`config.mk`:
```
export PLATFORM = sky130hd
export DESIGN_NAME = acs_mul
export DESIGN_NICKNAME = d
export VERILOG_FILES = /design/src/rtl/acs_mul.sv
export SDC_FILE = /design/constraint.sdc
export NUM_CORES = 2
export LEC_CHECK = 0
export BUFFER_PORTS_ARGS = -buffer_cell sky130_fd_sc_hd__buf_2
export CORE_UTILIZATION = 59
export DETAILED_ROUTE_END_ITERATION = 10
export PLACE_DENSITY = 0.76
export SLEW_MARGIN = 25
export SYNTH_ARGS = -nofsm -noshare
export SYNTH_HDL_FRONTEND = slang
export SYNTH_SLANG_ARGS = --single-unit
```
`constraint.sdc`:
```
create_clock -name clock -period 9.05 [get_ports clock]
set_input_delay 1.3575 -clock clock [delete_from_list [all_inputs] [get_ports clock]]
set_output_delay 1.3575 -clock clock [all_outputs]
set_load 0.01 [all_outputs]
```
`src/rtl/acs_mul.sv`:
```
`timescale 1ns / 1ps
module acs_mul #(
   parameter int A_BITS = 33,
   parameter int B_BITS = 33
) (
   input  logic                       clock,
   input  logic [A_BITS-1:0]          mul_a,
   input  logic [B_BITS-1:0]          mul_b,
   output logic [A_BITS+B_BITS-1:0]   mul_p
);
   logic [A_BITS+B_BITS-1:0] prod_ff;

   always_ff @(posedge clock) begin
      prod_ff <= (A_BITS+B_BITS)'(mul_a) * (A_BITS+B_BITS)'(mul_b);
   end

   assign mul_p = prod_ff;
endmodule

```
# After elaboration in Yosys (flattened, before gate mapping)

Cells that the tools add are included.

Output and inout bits: 66
Register bits: 66
Input bits: 67

$mul: 1

Operators by type and width:

| kind                                           | count |
|---|---|
| 33-bit by 33-bit multiplier with 66-bit output | 1 |

# Depth between registers and ports, before layout

Word-level depth: 1
Mapped depth: 30

# Worst setup path before layout

OpenSTA, ideal clock, no wires.

Kind: input-to-reg
Start point: input port mul_b[0]
End point: register prod_ff[58], in the netlist mul_p[58]
Stages on the path: 28
Path buffers: 2
Data arrival time: 8.390 ns
Setup time: 0.072 ns
Setup slack: 0.589 ns
Path through: clkbuf_1 > and2_1 > fa_1 > inv_1 > fa_1 > inv_1 > fa_1 > inv_1 > fa_1 > inv_1 > fa_1 > fa_1 > fa_1 > inv_1 > fa_1 > inv_1 > ha_1 > buf_2 > nand2_1 > or4_1 > or3_1 > o22ai_1 > o211a_1 > o21ai_2 > nand3b_4 > o31a_1 > o21ai_2 > xor2_1

Cells in the longest elaborated chain, start to end: 1

Ends and longest elaborated chain:

| what                                           | line | RTL |
|---|---|---|
| from (decl)                                    | 8    | `input logic [B_BITS-1:0] mul_b,` |
| 33-bit by 33-bit multiplier with 66-bit output | 14   | `prod_ff <= (A_BITS+B_BITS)'(mul_a) * (A_BITS+B_BITS)'(mul_b);` |
| to (signal assigned)                           | 14   |  |
| to (decl)                                      | 11   | `logic [A_BITS+B_BITS-1:0] prod_ff;` |

Every way passes these cells.

# Final worst setup path

Ends and elaborated chain as after synthesis.

==> Implementation_results.wiki <==
{| class="wikitable"
! Metric !! Value
|-
| Total Die Area || ~63000 sq um
|-
| Wire length of the first global-routing pass || approximately 150000 um
|-
| Crit Path Max Fanout || 17
|-
| Min Clock Period, post-route || roughly 8700 ps
|-
| Final design utilization || a little under two thirds
|-
| Maximum root-to-sink buffer count || 2
|-
| Area share of the largest cell type after synthesis || 52.4%
|-
| Via count of the routed design || about 27000
|-
| Final count of hold timing violations || 0
|-
| Total I/O pin count || between 100 and 150
|-
| Post-synth EDFFs || 0
|-
| GRT Util Overall || a little under a third
|-
| Count of warnings emitted by yosys || 0
|-
| Post-route cell area || 38800 sq um
|-
| GRT met3 Usage || ~4.4%
|-
| Crit path largest cell delay || approximately 540 ps
|-
| Number of nets still failing antenna checks after routing || 0
|-
| Drt via density || 5.50
|-
| Relative slew margins || 63.8%
|-
| Number of buffers inserted by post-CTS setup repair || 0
|-
| HP Class || input port to register
|-
| Flip-flop and latch count after synthesis || 66
|-
| GR peak layer || met2
|-
| Min Hold Slack || around 1700 ps
|-
| Number of detailed-routing iterations run before antenna repair || 6
|-
| Hold bufs inserted after CTS || 0
|-
| Cell area after placement || a little under 40000 sq um
|-
| Initial core utilization || between 60% and 70%
|-
| Highest-delay cell along the critical path || sky130_fd_sc_hd__fa_1
|-
| Worst setup SP type || input port
|-
| DRC marker count from the first detailed-route iteration || 1682
|-
| Max cap viols || 0
|-
| Number of global-route vias before repair || around 29000
|-
| Clock root buffer master || sky130_fd_sc_hd__clkbuf_16
|-
| TNS Setup || 0 ps
|-
| Num rows || 90
|-
| Die height || approximately 250 um
|-
| Kind of end point of the critical path || register
|-
| Area growth from synthesis to layout || 5.88%
|-
| Met2 layer usage reported by global route || approximately 55%
|-
| Unrepaired setup endpoints after global routing || no
|-
| Data arrival time of the critical path || between 8000 and 9000 ps
|-
| Number of antenna violations at the first check in global routing || 10
|-
| Clock sinks || between 60 and 70
|-
| Slew Viols, Final || 0
|-
| Max H-tree Level || 3
|-
| Clock tree from TritonCTS || done
|-
| Core footprint || roughly 61000 sq um
|-
| Max frequency || approximately 0.12 GHz
|-
| Crit path required time || 9320 ps
|-
| Worst path most repeated cell || sky130_fd_sc_hd__fa_1
|-
| Count of instances resized after the clock tree is built || 0
|-
| Cell type with the largest total area after synthesis || sky130_fd_sc_hd__fa_1
|-
| Number of clock buffers inserted by TritonCTS || 9
|-
| Total gr overflow || 0
|-
| Residual DRC || 0
|-
| Outcome || finished clean
|-
| Instance count of the mapped netlist || slightly above 4000
|-
| Unique masters post-synth || 57
|-
| HPWL after DPL || 82200 um
|-
| Syn_nets || 5338
|-
| Transition time of the tightest slew-check pin || 543 ps
|-
| Type of the setup path with the least slack || input port to register
|-
| Maximum number of pins on one net before global-route repair || 31
|-
| Count of cells along the worst hold path || 3
|-
| Clock transition at the registers of the reported paths || 50 ps
|-
| Async S/R FF share, synth || 0%
|-
| # setup viols final || 0
|-
| Net count of the finished layout || roughly 5400
|-
| Netlist area before placement || 36600 sq um
|-
| Fraction of the yosys area taken by sequential cells || under 10%
|-
| Drt wl/cell || roughly 19 um
|-
| WL final || between 90000 and 100000 um
|-
| Buffers added on ports || 132
|-
| Main synth FF type || sky130_fd_sc_hd__dfxtp_1
|-
| Syn avg cell area || approximately 9 sq um
|-
| Fraction of final layout cells with drive strength greater than 1 || 6.81%
|-
| Final critical-path share of the clock period || between 90% and 100%
|-
| Horizontal extent of the die || ~250 um
|-
| RD Place Congestion || around 0.95
|-
| Top cells by area, synth || sky130_fd_sc_hd__fa_1 (52%), sky130_fd_sc_hd__inv_1 (11%), sky130_fd_sc_hd__and2_1 (9.8%)
|-
| Met1 layer usage reported by global route || around 38%
|-
| Number of flip-flops under the largest register name || 66
|}
[synthesized netlist by cell type, types with 3 or more instances]
master                     number
sky130_fd_sc_hd__xor2_1        24
sky130_fd_sc_hd__a211oi_1       5
sky130_fd_sc_hd__fa_1         958
sky130_fd_sc_hd__o21ai_1       23
sky130_fd_sc_hd__a21o_1        31
sky130_fd_sc_hd__dfxtp_1       66
sky130_fd_sc_hd__nand3_1       10
sky130_fd_sc_hd__a31oi_1        6
sky130_fd_sc_hd__nor2_1        33
sky130_fd_sc_hd__and4_1         4
sky130_fd_sc_hd__o21a_1         7
sky130_fd_sc_hd__o21ai_0       15
sky130_fd_sc_hd__nand4_1       16
sky130_fd_sc_hd__xnor2_1       41
sky130_fd_sc_hd__inv_1       1048
sky130_fd_sc_hd__and2_1       574
sky130_fd_sc_hd__a21oi_1       73
sky130_fd_sc_hd__o21bai_1       8
sky130_fd_sc_hd__nor3_1         4
sky130_fd_sc_hd__nor2b_1        6
sky130_fd_sc_hd__nand2_1      567
sky130_fd_sc_hd__ha_1         265
sky130_fd_sc_hd__o31ai_1        3
sky130_fd_sc_hd__and3_1         7
sky130_fd_sc_hd__a21boi_1       3
sky130_fd_sc_hd__clkbuf_1     209
[cell type report]
type                    instances  area, sq um
inverters                    1049         3940
well taps                     782          978
multi-input cells            2722        30600
fillers                      4971        22100
diodes                          6         15.0
clock buffers                   9          225
clock inverters                 5         81.3
flip-flops and latches         66         1320
repair buffers                260         1650
[stage by stage]
stage | std cells | setup WS (ps)
5_1_grt | 4896 | 107
3_3_place_gp | 4879 | 200
4_1_cts | 4893 | 414
2_1_floorplan | 4048 | 589
6_report | 4899 | 375
3_5_place_dp | 4879 | 48.9
[worst max-delay path, delay by kind of cell]
family | cells | cell delay [ps]
AOI/OAI and AO/OA | 5 | 1120
buffers and inverters | 7 | 550
and+or+nand+nor | 5 | 1390
adders and majority gates | 9 | 4360
xor gates and xnor gates | 1 | 140
[logic make-up (layout without fill, tap and decap cells)]
kind of cell	Yosys count	count (layout)	synth area share (%)
buffers and inverters	1260	1323	12.9
and+or+nand+nor	1233	1233	17.0
adders and majority gates	1223	1223	61.5
AOI/OAI and AO/OA	201	201	3.45
DFF	66	66	3.61
xor gates and xnor gates	65	65	1.56
other	0	6	0
[metal layers]
metal  up-vias  share of wire [%]
li1      11600                  -
met1     13900                 35
met2      1099                 50
met3       338                6.4
met4        10                7.7
met5         -              0.066
[final timing paths]
path	slack, ps	endpoint	start
worst max-delay path	380	mul_p[58]$_DFF_P_	mul_b[0]
worst min-delay path	1730	mul_p[0]$_DFF_P_	mul_b[0]
[cells in the final DEF, fill, tap and decap left out, types with 3 or more instances in the layout]
cell type | Yosys | routed
sky130_fd_sc_hd__ha_1 | 265 | 265
sky130_fd_sc_hd__and3_1 | 7 | 7
sky130_fd_sc_hd__dfxtp_1 | 66 | 66
sky130_fd_sc_hd__o21bai_1 | 8 | 8
sky130_fd_sc_hd__a21boi_1 | 3 | 3
sky130_fd_sc_hd__nor2_1 | 33 | 33
sky130_fd_sc_hd__and4_1 | 4 | 4
sky130_fd_sc_hd__a21o_1 | 31 | 31
sky130_fd_sc_hd__and2_1 | 574 | 574
sky130_fd_sc_hd__buf_2 | 2 | 132
sky130_fd_sc_hd__clkbuf_16 | 0 | 9
sky130_fd_sc_hd__o31ai_1 | 3 | 3
sky130_fd_sc_hd__nand2_1 | 567 | 567
sky130_fd_sc_hd__inv_1 | 1048 | 1048
sky130_fd_sc_hd__xor2_1 | 24 | 24
sky130_fd_sc_hd__o21ai_0 | 15 | 15
sky130_fd_sc_hd__diode_2 | 0 | 6
sky130_fd_sc_hd__a211oi_1 | 5 | 5
sky130_fd_sc_hd__a21oi_1 | 73 | 73
sky130_fd_sc_hd__nand3_1 | 10 | 10
sky130_fd_sc_hd__o21a_1 | 7 | 7
sky130_fd_sc_hd__buf_4 | 0 | 126
sky130_fd_sc_hd__nor2b_1 | 6 | 6
sky130_fd_sc_hd__nand4_1 | 16 | 16
sky130_fd_sc_hd__nor3_1 | 4 | 4
sky130_fd_sc_hd__a31oi_1 | 6 | 6
sky130_fd_sc_hd__fa_1 | 958 | 958
sky130_fd_sc_hd__xnor2_1 | 41 | 41
sky130_fd_sc_hd__o21ai_1 | 23 | 23
Power is left out: the tool's default activity adds up to more than one toggle a clock period on the data nets, which glitch-free logic cannot reach.
