`src/rtl/acs_ram.sv`:
```
`timescale 1ns / 1ps
module acs_ram #(
   parameter int WIDTH = 8,
   parameter int DEPTH = 64
) (
   input  logic                       clock,
   input  logic                       we,
   input  logic [$clog2(DEPTH)-1:0]   waddr,
   input  logic [WIDTH-1:0]           wdata,
   input  logic [$clog2(DEPTH)-1:0]   raddr,
   output logic [WIDTH-1:0]           rdata
);
   logic [WIDTH-1:0] mem [DEPTH];
   logic [WIDTH-1:0] rdata_ff;

   always_ff @(posedge clock) begin
      if (we) begin
         mem[waddr] <= wdata;
      end
      rdata_ff <= mem[raddr];
   end

   assign rdata = rdata_ff;
endmodule

```
`config.mk`:
```
export PLATFORM = sky130hd
export DESIGN_NAME = acs_ram
export DESIGN_NICKNAME = d
export VERILOG_FILES = /design/src/rtl/acs_ram.sv
export SDC_FILE = /design/constraint.sdc
export NUM_CORES = 1
export LEC_CHECK = 0
export BUFFER_PORTS_ARGS = -buffer_cell sky130_fd_sc_hd__buf_2
export CORE_ASPECT_RATIO = 1.1
export CORE_MARGIN = 8
export CORE_UTILIZATION = 35
export CTS_CLUSTER_SIZE = 12
export DETAILED_ROUTE_END_ITERATION = 10
export SLEW_MARGIN = 5
export SYNTH_ARGS = -nofsm -noshare
export SYNTH_HDL_FRONTEND = slang
export SYNTH_SLANG_ARGS = --single-unit
```
`constraint.sdc`:
```
create_clock -name clock -period 5.8 [get_ports clock]
set_clock_uncertainty 0.2 [all_clocks]
set_input_delay 0.87 -clock clock [delete_from_list [all_inputs] [get_ports clock]]
set_output_delay 0.87 -clock clock [all_outputs]
set_load 0.03 [all_outputs]
```
# After elaboration in Yosys (flattened, before gate mapping)
# Memory sizes are Yosys's and may differ from the RTL's. A register that Yosys moved wholly into a read port is not among the register bits.
# Index checks and enable logic that the tools add are counted.
# classes
muxes	2
# ops
op	count
$mux 1	2
# word_totals
ff_bits	0
ramBits	512
inputBits	22
wordCells	3
memories	1
# memory_table
memory	depth	word_bits	rd	rd_clocked_by_memory_dff	wr	line	source
mem	64	8	1	1	1	13	logic [WIDTH-1:0] mem [DEPTH];

# Longest topological paths before layout
# Gate-level depths: netlist of run 1.
# logic_depth
word_depth	2
mapped_depth	9
ltp_nobuf	5

# Least setup slack after synthesis of run 1
# OpenSTA, ideal clock, no wires.
# synth_timing
path_type	in2reg
start	input port raddr[1]
end	register rdata_ff[3], in the netlist rdata[3], read port of mem
t_arrival_ps	2410
setup_slack_ps	3062
stages	7
path_cell_list	buf_4 buf_2 buf_2 mux4_2 mux4_2 o21ai_1 o41ai_1
# synth_rtl
item	line	source
from (decl)	10	input logic [$clog2(DEPTH)-1:0] raddr,
to (decl)	14	logic [WIDTH-1:0] rdata_ff;

==> flow_summary.ini, run 1 <==
[layout]
nets = 1009
area_growth_pct = 12.0
regArea_um2 = 15500
n_fill_cell = 5118
multi_input_area_um2 = 4320
stdcell_area_um2 = 22600
drive_gt1_share_pct = 24.3

[grt]
gr-usage-met2_pct = 22.4
grt_util_met3_pct = 2.58
grt_max_degree = 72
top_usage_layer = met2
grtUsageMet1_pct = 19.3
track_usage_pct = 14.0
antenna_found_initial = 2
grt_overflow_total = 0
grt_pass1_wl_um = 68300
grt_pass1_vias = 9776

[worst_setup_path]
cp-startpoint = raddr[0]
cp-start-kind = input port
worstPathRequired_ns = 6.04
crit_type = in2reg
crit_path_max_fanout = 66
crit_arrival_ns = 3.39
r2r_setup_slack_ns = 3.47
endpoint_kind = register
timing.rr.end = rdata[1]
reg2reg_depth = 4
rr_startpoint = mem[46][1]

[synth]
yosysTopAreaCell = edfxtp_1
syn_avg_cell_area_um2 = 21.5
ys.flop_type = edfxtp_1
synth_cells = 940
synth_top_cell_area_share_pct = 76.2
ys_seq_area_share_pct = 77.0
async_flop_share_pct = 0
ys_seq_elements = 520
synth_edf_count = 512
ys.warnings.count = 0
synth_most_common_cell = edfxtp_1
yosys-top-cells-area = edfxtp_1 (76%), mux4_2 (14%), nor2_1 (1.5%)
syn_area_um2 = 20200
ys_types = 40
syn_nets = 962
synth_common_cells = edfxtp_1 (512), mux4_2 (126), nor2_1 (83), mux2i_1 (23), nand2_1 (19)

[job]
drv_cap = 0

[timing]
tns_ns = 0
rsz0062_at_grt = no
max_slew_margin_pct = 15.9
fmax_ghz = 0.318
setup_violations = 0
worstMarginPinSlew_ns = 1.26
finalCritPeriodShare_pct = 54.2
drv_slew = 0
fin_ws_ns = 2.65
fin_crit_ns = 3.15
hold_viol_final = 0

[place]
gp_congestion = 0.801
io_buffers = 29
postPlaceCellArea_um2 = 21100
post-dp-hpwl_um = 27600
place_ws_ns = 2.00

[pwr]
leakagePower_nw = 6.88
power_density_nw_per_um2 = 337
vdd_drop_max_v = 0.000218
seqPwrFrac_pct = 54.8
swShare_pct = 21.3
power.share.combinational_pct = 5.1
power.internal_w = 0.00600
clock_power_share_pct = 40.2
power_switching_w = 0.00163

[floorplan]
dieArea_um2 = 65600
die_h_um = 268
start_util_pct = 35.3
core_area_um2 = 57100
io_pins = 30
die_width_um = 245
fp-row-count = 92

[hold_path]
hold_start = raddr[5]
hold_path.class = in2reg
hold_end = rdata[0]
whs_path_depth = 3

[clocking]
numCtsBuffers = 52
path_clk_slew_ns = 0.06
max-clock-path-buffers = 3
post_cts_buffers = 0
h-tree-depth = 2
cts_root_buffer = clkbuf_16
cts_resized = 0
cts_hold_buf = 0
clock_sinks = 520
cts_tree = built
clock_latency_ns = 0.60

[detailed_routing]
dr.first_iter.drc_count = 917
dr.pass1.iters = 5
avgViaCountPerCell = 5.37
antenna_left = 0
vias = 9539
drc = 0
drt_wl_total_um = 46000
wl_per_cell_um = 25.9

[outcome]
status = complete, no violations
==> final cells by class <==
| cell class | count | share of cell area, % |
|---|---|---|
| antenna | 2 | 0.0222 |
| sequential | 520 | 68.8 |
| clock inverter | 11 | 0.371 |
| multi-input combinational | 369 | 19.1 |
| tap | 752 | 4.16 |
| clock buffer | 78 | 6.32 |
| timing repair buffer | 44 | 1.26 |
==> placed cells by master, fill, tap and decap left out, types with 4 or more instances in the layout <==
master,instances
nor2_1,83
clkinv_2,4
nor2b_1,14
clkbuf_16,52
a211oi_1,4
clkbuf_8,4
nor3_1,7
mux2i_1,23
nand2_1,19
mux4_2,126
nand2b_1,7
nand3_1,13
mux2_2,13
dfxtp_1,8
o22ai_1,8
buf_4,16
a221oi_1,6
o221ai_1,8
edfxtp_1,512
clkbuf_1,23
buf_2,26
==> state kept, by name (all words and copies together) (netlist names) <==
register,flops
mem,512
rdata,8
==> per-layer routing <==
metal / vias up / wire length [µm]
li1: 4014 / -
met1: 5074 / 19600
met2: 370 / 22000
met3: 81 / 3040
met4: 0 / 1330
met5: - / 0
==> critical path, stage by stage <==
cell and delay (ns):
clkbuf_8 0.60, buf_4 0.48, mux4_2 0.56, mux4_2 0.49
nor2_1 0.13, nor3_1 0.08, o2bb2ai_1 0.15
==> power by group through the flow <==
| stage | Combinational [W] | Sequential (W) | Clock, W |
|---|---|---|---|
| 5_1_grt | 0.000415 | 0.00418 | 0.00324 |
| 2_1_floorplan | 0.000222 | 0.00426 | 0 |
| 6_report | 0.000387 | 0.00418 | 0.00306 |
| 3_5_place_dp | 0.000394 | 0.00426 | 0 |
| 4_1_cts | 0.000394 | 0.00418 | 0.00311 |
| 3_3_place_gp | 0.000386 | 0.00426 | 0 |
==> per-stage QoR <==
stage	instances	hold slack (ns)	utilization, %	total power (W)
floorplan	940	0.518	-	0.00448
global placement	1685	0.618	36.9	0.00464
detailed placement	1685	0.646	36.9	0.00465
CTS	1774	0.521	39.6	0.00768
global route	1774	0.548	39.6	0.00783
finish	1776	0.550	39.6	0.00763
==> cell families (layout without fill, tap and decap cells) <==
| kind of cell | count (synthesis) | in the layout | share of synthesized area (%) |
|---|---|---|---|
| mux | 162 | 162 | 15.9 |
| buf+inv | 51 | 133 | 1.57 |
| simple gates | 153 | 153 | 3.39 |
| flops | 520 | 520 | 77.0 |
| compound gates | 54 | 54 | 2.07 |
| other cells | 0 | 2 | 0 |
==> how the worst max path moves through the flow <==
stage | end | slack, ns | depth (start not counted)
after floorplan | rdata[3] | 3.06 | 7
after global placement | rdata[1] | 1.99 | 7
after detailed placement | rdata[1] | 2.00 | 7
after CTS | rdata[1] | 2.61 | 7
after global routing | rdata[1] | 2.46 | 7
final | rdata[0] | 2.65 | 7
Note: power is estimated with default switching activity, not from simulation.
==> inputs of run 2 (changes only) <==
--- a/config.mk
+++ b/config.mk
@@ -5,6 +5,7 @@
 export SDC_FILE = /design/constraint.sdc
 export NUM_CORES = 1
 export LEC_CHECK = 0
+export ABC_AREA = 1
 export BUFFER_PORTS_ARGS = -buffer_cell sky130_fd_sc_hd__buf_2
 export CORE_ASPECT_RATIO = 1.1
 export CORE_MARGIN = 8
==> constraint.sdc (replaced) <==
create_clock -name clock -period 2.7 [get_ports clock]
set_clock_uncertainty 0.2 [all_clocks]
set_input_delay 0.405 -clock clock [delete_from_list [all_inputs] [get_ports clock]]
set_output_delay 0.405 -clock clock [all_outputs]
set_load 0.03 [all_outputs]
==> run 2 against run 1 <==
Design area rose by 7.5%. Clock power rose by 120%. Non-clock buffer count rose by 94. Largest power group unchanged. Critical path type is now reg2out. Critical path depth fell by 6. Synthesized cell count rose by 92%. Sequential power rose by 110%. Final cell count rose by 55%. Combinational power rose to 2.9 times the previous value. Power rose by 120%. First-iteration DRC count rose by 70%. Global-route usage rose by 2.1 points. Critical endpoint is now rdata[0]. Core utilization rose by 0.41 points.
==> flow_summary.ini, run 2 <==
[timing]
rsz0062_at_grt = no
max_slew_margin_pct = 56.8
tns_ns = 0
hold_viol_final = 0
fmax_ghz = 0.501
finalCritPeriodShare_pct = 73.9
worstMarginPinSlew_ns = 0.648
setup_violations = 0
fin_crit_ns = 2.00
drv_slew = 0
hold_slack_ns = 0.0685

[grt]
grt_pass1_wl_um = 86100
grt_max_degree = 115
grt_overflow_total = 0
grt_pass1_vias = 13700
track_usage_pct = 16.2
antenna_found_initial = 10

[detailed_routing]
dr.pass1.iters = 5
drc = 0
drt_wl_total_um = 56100
antenna_left = 0
vias = 14100
wl_per_cell_um = 20.5
dr.first_iter.drc_count = 1562
avgViaCountPerCell = 5.13

[synth]
ys_types = 16
ys.warnings.count = 0
yosysTopAreaCell = edfxtp_1
syn_area_um2 = 21300
ys_seq_elements = 520
yosys-top-cells-area = edfxtp_1 (72%), nand2_1 (11%), nand3_1 (10%)
synth_cells = 1805
synth_most_common_cell = nand2_1
ys_seq_area_share_pct = 72.8
synth_common_cells = nand2_1 (648), edfxtp_1 (512), nand3_1 (439), nor2_1 (56), buf_2 (37)
syn_avg_cell_area_um2 = 11.8
ys.flop_type = edfxtp_1
syn_nets = 1827
synth_edf_count = 512
async_flop_share_pct = 0
synth_top_cell_area_share_pct = 72.0

[worst_setup_path]
timing.rr.end = rdata[0]
path_cells = buf_2
endpoint_kind = output pin
slowest_delay_ns = 0.53
rr_startpoint = mem[33][0]
worstPathRequired_ns = 2.10
worst-path-stages = 1
crit_arrival_ns = 1.39
reg2reg_depth = 8
r2r_setup_slack_ns = 1.07
cp_top_family = flip-flops
crit_type = reg2out
cp-startpoint = rdata[0]
crit_end = rdata[0]
cp-start-kind = register
crit_path_max_fanout = 1
cp_num_buf_inv = 1
cp_slowest_cell = dfxtp_1

[layout]
nets = 1907
layout_commonest_cell = nand2_1
mostFrequentLayoutCells = nand2_1 (648), edfxtp_1 (512), nand3_1 (439), buf_4 (90), nor2_1 (56)
largest_reg_flops = 512
area_growth_pct = 13.8
n_fill_cell = 5691
regMostFlops = mem
drive_gt1_share_pct = 10.5

[floorplan]
die_h_um = 275
die_width_um = 251
dieArea_um2 = 69100
core_area_um2 = 60700
start_util_pct = 35.1
fp-row-count = 95
io_pins = 30

[place]
post-dp-hpwl_um = 33700
io_buffers = 29
gp_congestion = 0.884

[clocking]
max-clock-path-buffers = 3
numCtsBuffers = 53
cts_root_buffer = clkbuf_16
cts_resized = 0
path_clk_slew_ns = 0.06
clock_latency_ns = 0.59
cts_tree = built
h-tree-depth = 2
clock_sinks = 520

[job]
drv_cap = 0

[pwr]
power_density_nw_per_um2 = 687
vdd_drop_max_v = 0.000413
leakagePower_nw = 8.75

[outcome]
status = complete, no violations

[hold_path]
hold_path.class = in2reg
==> run 2: cell count changes after synthesis, sizes merged, moves of 8 or more <==
cell	before	now
nand2	19	648
nand3	13	439
mux4	126	0
buf	34	98
nor2	83	56
mux2i	23	0
nor2b	14	0
mux2	13	0
inv	0	12
o221ai	8	0
o22ai	8	0
==> run 2: worst min-delay path by stage <==
stage,start,endpoint,slack (ns),cells past startpoint
6_report,wdata[4],mem[23][4],0.07,1
5_1_grt,wdata[4],mem[23][4],0.07,1
4_1_cts,wdata[4],mem[23][4],0.06,1
3_5_place_dp,raddr[5],rdata[7],0.60,3
3_3_place_gp,raddr[5],rdata[7],0.57,3
2_1_floorplan,wdata[0],mem[0][0],0.30,0
==> run 2: cell families after synthesis <==
group                  share of synthesized area [%]
buffers and inverters                           4.02
flip-flops                                      72.8
AND/OR/NAND/NOR                                 23.2
==> run 2: report_power, final <==
group	leakage [nW]	total, W	internal (W)	switching, W
Clock	0.732	0.00659	0.00366	0.00292
Combinational	3.34	0.00112	0.000296	0.000823
Sequential	4.67	0.00898	0.00893	0.0000485
Total	8.75	0.0167	0.0129	0.00379
==> run 2: what timing repair did <==
| action | 4_1_cts | 5_1_grt |
|---|---|---|
| hold endpoints to repair | 2 | 0 |
| setup buffers | 0 | 0 |
| hold buffers | 1 | 0 |
==> run 2: area by class of cell <==
| class | count | area (µm²) | area share, % |
|---|---|---|---|
| sequential | 520 | 15500 | 64.0 |
| antenna | 3 | 7.51 | 0.0309 |
| timing repair buffer | 138 | 1210 | 4.99 |
| clock inverter | 12 | 58.8 | 0.242 |
| tap | 824 | 1030 | 4.25 |
| multi-input combinational | 1160 | 4950 | 20.4 |
| clock buffer | 75 | 1440 | 5.93 |
| inverter | 12 | 52.6 | 0.216 |
==> run 2: layer usage <==
layer	track usage, %	vias up	part of all wire, %
li1	-	6503	-
met1	22.6	6911	44
met2	25.2	544	46
met3	2.82	101	7.9
met4	5.62	4	2.9
met5	0	-	0.048
==> run 2: per-stage QoR <==
stage	instances	utilization, %	cell area (µm²)	setup WS [ns]	power (W)
floorplan	1805	-	21300	0.329	0.00978
global placement	2653	37.5	22800	0.414	0.0103
detailed placement	2653	37.5	22800	0.415	0.0103
CTS	2741	40.0	24300	0.737	0.0168
global route	2741	40.0	24300	0.707	0.0172
finish	2744	40.0	24300	0.704	0.0167
==> inputs of run 3 (changes only) <==
==> constraint.sdc (replaced) <==
create_clock -name clock -period 2.1 [get_ports clock]
set_clock_uncertainty 0.2 [all_clocks]
set_input_delay 0.315 -clock clock [delete_from_list [all_inputs] [get_ports clock]]
set_output_delay 0.315 -clock clock [all_outputs]
set_load 0.03 [all_outputs]
==> run 3 against run 2 <==
Via count down 0.23%. Die area unchanged. Global-route usage down 0.18 points. Combinational power up 35%. Sequential power up 28%. Critical path type unchanged.
==> flow_summary.ini, run 3 (synthesized netlist as in run 2, its figures left out) <==
[floorplan]
fp-row-count = 95
die_h_um = 275
die_width_um = 251
dieArea_um2 = 69100
io_pins = 30
core_area_um2 = 60700
start_util_pct = 35.1

[detailed_routing]
drc = 0
dr.first_iter.drc_count = 1527
wl_per_cell_um = 20.0
avgViaCountPerCell = 5.06
dr.pass1.iters = 5
drt_wl_total_um = 55400
antenna_left = 0
vias = 14000

[layout]
regMostFlops = mem
nets = 1932
area_growth_pct = 15.7
multi_input_area_um2 = 4950
largest_reg_flops = 512
layout_commonest_cell = nand2_1
drive_gt1_share_pct = 11.6
regArea_um2 = 15500
diodes = 0
mostFrequentLayoutCells = nand2_1 (648), edfxtp_1 (512), nand3_1 (439), buf_4 (97), nor2_1 (56)
n_fill_cell = 5686

[worst_setup_path]
crit_path_max_fanout = 1
cp_slowest_cell = dfxtp_1
worstPathRequired_ns = 1.58
cp-start-kind = register
r2r_setup_slack_ns = 0.46
slowest_delay_ns = 0.52
endpoint_kind = output pin
cp_num_buf_inv = 1
crit_arrival_ns = 1.37
cp_top_family = flip-flops
path_cells = buf_2
crit_type = reg2out

[timing]
worstMarginPinSlew_ns = 0.680
max_slew_margin_pct = 54.6
fmax_ghz = 0.531
drv_slew = 0
rsz0062_at_grt = no
fin_ws_ns = 0.216
fin_crit_ns = 1.88
hold_viol_final = 0
setup_violations = 0
finalCritPeriodShare_pct = 89.7

[grt]
grt_pass1_wl_um = 85000
track_usage_pct = 16.0
antenna_found_initial = 1
grt_overflow_total = 0
grt_max_degree = 73
grt_pass1_vias = 13700

[clocking]
h-tree-depth = 2
path_clk_slew_ns = 0.06
cts_resized = 0
cts_tree = built
numCtsBuffers = 54
max-clock-path-buffers = 3
clock_sinks = 520
clock_latency_ns = 0.61
cts_root_buffer = clkbuf_16
post_cts_buffers = 0

[place]
post-dp-hpwl_um = 33400
place_ws_ns = -0.0842
io_buffers = 29
gp_congestion = 0.855

[pwr]
vdd_drop_max_v = 0.000642
power_density_nw_per_um2 = 874
power_w = 0.0216
leakagePower_nw = 8.95

[outcome]
status = complete, no violations

[hold_path]
hold_path.class = in2reg

[job]
drv_cap = 0
-- run 3: cell types whose count changed in the layout (fill, tap and decap cells not counted) --
cell,change
buf_12,+16
buf_4,+7
clkinv_1,+7
clkbuf_8,-3
diode_2,-3
clkbuf_1,-2
clkbuf_16,+2
clkinvlp_4,+2
dlygate4sd3_1,+1
inv_6,+1
inv_8,-1
-- run 3: where the power goes --
part           internal [W]  switching [W]  leakage, nW
combinational      0.000447        0.00107         3.53
clock               0.00476        0.00375        0.743
sequential           0.0115      0.0000577         4.67
-- run 3: stage by stage --
stage	setup TNS [ns]	instance area [µm²]	hold slack (ns)	util, %	std cells
final	0	24700	0.0490	40.7	2771
after global routing	0	24700	0.0497	40.7	2771
after CTS	0	24700	0.0320	40.7	2771
after global placement	-0.237	23100	0.522	38.1	2676
after floorplan	-11.59	21300	0.214	-	1805
after detailed placement	-0.227	23100	0.516	38.1	2676
-- run 3: metal layers --
layer  global-route usage, %  share of wire [%]
met1                    22.0                 44
met2                    25.2                 46
met3                    3.47                7.9
met4                    4.90                2.4
met5                       0                  0
-- run 3: final timing paths --
| kind | from | end | depth (start not counted) |
|---|---|---|---|
| worst min register to register | mem[22][3] | rdata[3] | 8 |
| worst max register to register | mem[43][2] | rdata[2] | 8 |
| worst min-delay path | wdata[6] | mem[60][6] | 2 |
| worst max-delay path | rdata[4] | rdata[4] | 1 |
-- run 3: area by class of cell --
cell class | count | share of cell area [%]
multi-input cells | 1160 | 20.0
clock inverters | 21 | 0.395
inverters | 12 | 0.213
repair buffers | 162 | 6.46
flip-flops and latches | 520 | 62.9
clock buffers | 72 | 5.83
well taps | 824 | 4.17
-- run 3: timing repair --
item                                    in CTS  in global routing
hold buffers                                 2                  0
endpoints found under the setup margin       0                  0
hold endpoints to repair                    26                  0
